<file path="src/rtl/dhkv_pkg.sv">
package dhkv_pkg;

  localparam int SZ_W  = 11;
  localparam int KEY_W = 28;
  localparam int TY_W  = 3;
  localparam int KT_W  = 30;
  localparam int VAL_W = 64;
  localparam int ST_W  = 3;
  localparam int SLOT_W = 10;
  localparam int DIV_W = 32;

  typedef enum logic [1:0] {
    OP_LOOKUP = 2'd0,
    OP_INSERT = 2'd1,
    OP_UPDATE = 2'd2,
    OP_CLEAR  = 2'd3
  } op_t;

  localparam logic [ST_W-1:0] ST_OK        = 3'd0;
  localparam logic [ST_W-1:0] ST_NOT_FOUND = 3'd1;
  localparam logic [ST_W-1:0] ST_PRESENT   = 3'd2;
  localparam logic [ST_W-1:0] ST_FULL      = 3'd3;
  localparam logic [ST_W-1:0] ST_MISMATCH  = 3'd4;
  localparam logic [ST_W-1:0] ST_BAD_TYPE  = 3'd5;

  localparam logic [TY_W-1:0] TY_INT32   = 3'd1;
  localparam logic [TY_W-1:0] TY_SECTION = 3'd2;
  localparam logic [TY_W-1:0] TY_INT64   = 3'd3;

  // Write strobes toward the slot store
  typedef struct packed {
    logic kt_we;
    logic val_we;
    logic vld_we;
    logic vld_bit;
  } store_wr_t;

endpackage

</file>
<file path="src/rtl/dhkv_mod_unit.sv">
module dhkv_mod_unit (
  input  logic                       clk,
  input  logic                       rst_n,
  input  logic                       start,
  input  logic [dhkv_pkg::DIV_W-1:0] dividend,
  input  logic [dhkv_pkg::SZ_W-1:0]  divisor,
  output logic                       done,
  output logic [dhkv_pkg::SZ_W-1:0]  rem
);
  import dhkv_pkg::*;

  localparam int BITS_PER_CYC = 4;
  localparam int STEPS = DIV_W / BITS_PER_CYC;
  localparam int CNT_W = $clog2(STEPS);

  logic [DIV_W-1:0]         a_r;
  logic [SZ_W-1:0]          r_r, r_nxt;
  logic [CNT_W-1:0]         cnt_r;
  logic                     busy_r, done_r;

  // Four restoring steps per cycle, most significant bits first
  always_comb begin
    logic [SZ_W:0]   t;
    logic [SZ_W-1:0] r;
    r = r_r;
    for (int i = 0; i < BITS_PER_CYC; i++) begin
      t = {r, a_r[DIV_W-1-i]};
      if (t >= {1'b0, divisor}) begin
        t = t - {1'b0, divisor};
      end
      r = t[SZ_W-1:0];
    end
    r_nxt = r;
  end

  always_ff @(posedge clk) begin
    if (!rst_n) begin
      busy_r <= 1'b0;
      done_r <= 1'b0;
      cnt_r  <= '0;
    end else begin
      done_r <= 1'b0;
      if (start) begin
        a_r    <= dividend;
        r_r    <= '0;
        cnt_r  <= '0;
        busy_r <= 1'b1;
      end else if (busy_r) begin
        a_r   <= a_r << BITS_PER_CYC;
        r_r   <= r_nxt;
        cnt_r <= cnt_r + 1'b1;
        if (cnt_r == CNT_W'(STEPS - 1)) begin
          busy_r <= 1'b0;
          done_r <= 1'b1;
        end
      end
    end
  end

  assign done = done_r;
  assign rem  = r_r;

endmodule

</file>
<file path="config.mk">
export PLATFORM = sky130hd
export DESIGN_NAME = dhkv_mod_unit
export DESIGN_NICKNAME = d
export VERILOG_FILES = /design/src/rtl/dhkv_pkg.sv /design/src/rtl/dhkv_mod_unit.sv
export SDC_FILE = /design/constraint.sdc
export NUM_CORES = 1
export LEC_CHECK = 0
export BUFFER_PORTS_ARGS = -buffer_cell sky130_fd_sc_hd__buf_2
export CAP_MARGIN = 20
export CORE_AREA = 5 5 93 95
export CTS_CLUSTER_SIZE = 30
export DETAILED_ROUTE_END_ITERATION = 6
export DIE_AREA = 0 0 98 100
export GPL_TIMING_DRIVEN = 0
export PLACE_DENSITY = 0.8
export SETUP_SLACK_MARGIN = 0.15
export SYNTH_ARGS = -nofsm -noshare
export SYNTH_HDL_FRONTEND = slang
export SYNTH_SLANG_ARGS = --single-unit
</file>
<file path="constraint.sdc">
create_clock -name clk -period 10.9 [get_ports clk]
set_input_delay 1.09 -clock clk [delete_from_list [all_inputs] [get_ports clk]]
set_output_delay 1.09 -clock clk [all_outputs]
set_load 0.005 [all_outputs]
</file>
==> impl_metrics.tcl <==
set metrics [dict create \
    cts_max_path_buffers 2 \
    syn_area_mm2 0.00445 \
    relSlewSlack 0.611 \
    ctsHoldBuffers 0 \
    crit_arrival_ns 10.11 \
    drv_cap 0 \
    cts_root_buf "clkbuf_8" \
    grt_usage 0.221 \
    antenna_found_initial 0 \
    post_drt_wl_per_cell_um 17.1 \
    wl_mm 10.7 \
    drive_gt1_frac 0.245 \
    worst-setup-path-type "in -> reg" \
    die-area_mm2 0.00980 \
    yosys_warnings 0 \
    fin_crit_sh 0.923 \
    grt_overflow 0 \
    use_met1 0.250 \
    cts_htree_levels 2 \
    ioPinCount 58 \
    drcViolationCount 0 \
    antenna-diode-count 0 \
    top_usage_layer "met2" \
    worstSetupStartpointType "input pin" \
    port_buffers 56 \
    synth-edff-count 43 \
    report.final.slew_viol_count 0 \
    hold_viol_final 0 \
    synth_top_area_share 0.290 \
    max_stage_delay_ns 0.50 \
    finalSetupViolCount 0 \
    synth_fp_nets 553 \
    ys_seq_area_frac 0.313 \
    worst_pin_slew_ns 0.582 \
    drt_iter0_drc 222 \
    cp_max_fo 10 \
    cpMaxStageDelayCell "fa_1" \
    gp_congestion 0.939 \
    nFillCells 595 \
    synth_most_common_cell "mux2_2" \
    synth_top_area_cell "edfxtp_1" \
    cts_buffers 5 \
    grt_pass1_vias 3880 \
    critPathRequiredTime_ns 10.95 \
    layout.nets 618 \
    grt_pass1_wl_mm 17.8 \
    period_needed_ns 10.06 \
    synthTopCellsByArea "edfxtp_1 29%, ha_1 13%, mux2_2 12%" \
    start_util 0.581 \
    vias_per_cell 6.05 \
    synth_seq_cells 48 \
    worst_slack_ns 0.836 \
    dpl.hpwl_mm 8.59 \
    rows 32 \
    clkTransAtPathRegs_ns 0.09 \
    status "completed" \
    synth.avg_cell_area_um2 9.73 \
    synth_top_flop_cell "edfxtp_1" \
    grtUsageMet3 0.0445 \
    ant_nets 0 \
    area_delta_synth_final_pct 13.7 \
    dp_slack_ns -0.183 \
    dieHeight_um 100 \
    ys_types 57 \
    num_vias 3782 \
    synthCells 457 \
    cts_tree "yes" \
    use_met2 0.420 \
    dieWidth_um 98 \
    grt_max_degree 31 \
    ys_top_cells_by_count "47 x mux2_2, 46 x ha_1, 46 x nor2_1" \
    clock_latency_ns 0.31 \
    crit_path_end_kind "register" \
    fin_setup_tns_ns 0 \
    rsz0062_at_grt "no" \
    clock.fmax_mhz 99.4 \
    cts_sinks 48 \
    drt_pass1_iterations 5 \
    min_path_type "reg -> reg" \
    synthArstFlopShare 0 \
    core_area_mm2 0.00765 \
    finalClockSkew_ns 0.00592 \
    reg2reg_slack_ns 1.38 \
]
-- metal layers --
metal | vias up | share of wire
li1 | 1851 | -
met2 | 141 | 0.51
met5 | - | 0
met1 | 1764 | 0.40
met4 | 0 | 0.021
met3 | 26 | 0.064
-- layout by cell type (no fill, tap or decap), drive strengths merged, types with 3 or more instances in the layout --
| master | instances |
|---|---|
| mux2 | 47 |
| ha | 46 |
| o21a | 5 |
| o211ai | 6 |
| and3 | 4 |
| a21boi | 3 |
| or4 | 3 |
| nand2b | 3 |
| mux2i | 15 |
| a21o | 8 |
| nand2 | 18 |
| fa | 4 |
| inv | 35 |
| o21bai | 4 |
| or2 | 4 |
| o21ai | 22 |
| nor2 | 46 |
| nand4 | 9 |
| or3 | 4 |
| clkbuf | 9 |
| edfxtp | 43 |
| nor3 | 15 |
| and2 | 4 |
| nor2b | 10 |
| xor2 | 7 |
| a2111oi | 3 |
| o31ai | 3 |
| buf | 63 |
| a211oi | 11 |
| a21oi | 16 |
| nand3 | 6 |
| xnor2 | 14 |
| dfxtp | 5 |
-- kinds of logic (layout without fill, tap and decap cells) --
family,count (synthesis),after routing,share of synthesized area
flip-flops,48,48,0.313
buffers and inverters,43,109,0.0377
AND/OR/NAND/NOR,131,131,0.147
adder cells (fa/ha/maj),50,50,0.147
AO/OA/AOI/OAI,102,102,0.161
XOR/XNOR,21,21,0.0414
multiplexers,62,62,0.153
-- what timing repair did --
item	in CTS	in global routing
setup buffers	0	1
endpoints found under the setup margin	7	11
pin swaps	0	1
resized for setup	1	7
-- flip-flops by register name (all words and copies together), names as in the netlist --
signal  count
cnt_r       3
a_r        32
busy_r      1
done        1
rem        11
-- stage by stage --
stage / area, um^2 / hold slack (ns) / instances / util
3_5_place_dp: 4880 / 0.512 / 616 / 0.638
2_1_floorplan: 4450 / 0.465 / 457 / -
5_1_grt: 5060 / 0.571 / 625 / 0.661
6_report: 5060 / 0.536 / 625 / 0.661
4_1_cts: 5020 / 0.534 / 624 / 0.657
3_3_place_gp: 4850 / 0.480 / 615 / 0.635
-- path summary, 6_finish.rpt --
kind / from / cells after the start / end
min: cnt_r[1] / 2 / cnt_r[1]
min reg2reg: cnt_r[1] / 2 / cnt_r[1]
max reg2reg: a_r[31] / 36 / rem[3]
max: divisor[0] / 36 / rem[3]
-- critical path, delay by kind of cell --
family | cells | cell delay (ns)
multiplexers | 4 | 1.21
adder cells (fa/ha/maj) | 5 | 1.88
AO/OA/AOI/OAI | 17 | 4.12
AND/OR/NAND/NOR | 6 | 0.92
buffers and inverters | 4 | 0.86
-- layout make-up --
type / count / area, um^2 / share of cell area
well taps: 102 / 128 / 0.0252
clock buffers: 5 / 68.8 / 0.0136
plain buffers: 9 / 40.0 / 0.00792
inverters: 34 / 128 / 0.0252
multi-input cells: 366 / 2920 / 0.578
clock inverters: 3 / 68.8 / 0.0136
repair buffers: 58 / 308 / 0.0609
flip-flops and latches: 48 / 1390 / 0.275
Power is not shown: default switching activity piles up to over one toggle a cycle in this logic, so the estimate is an artifact.
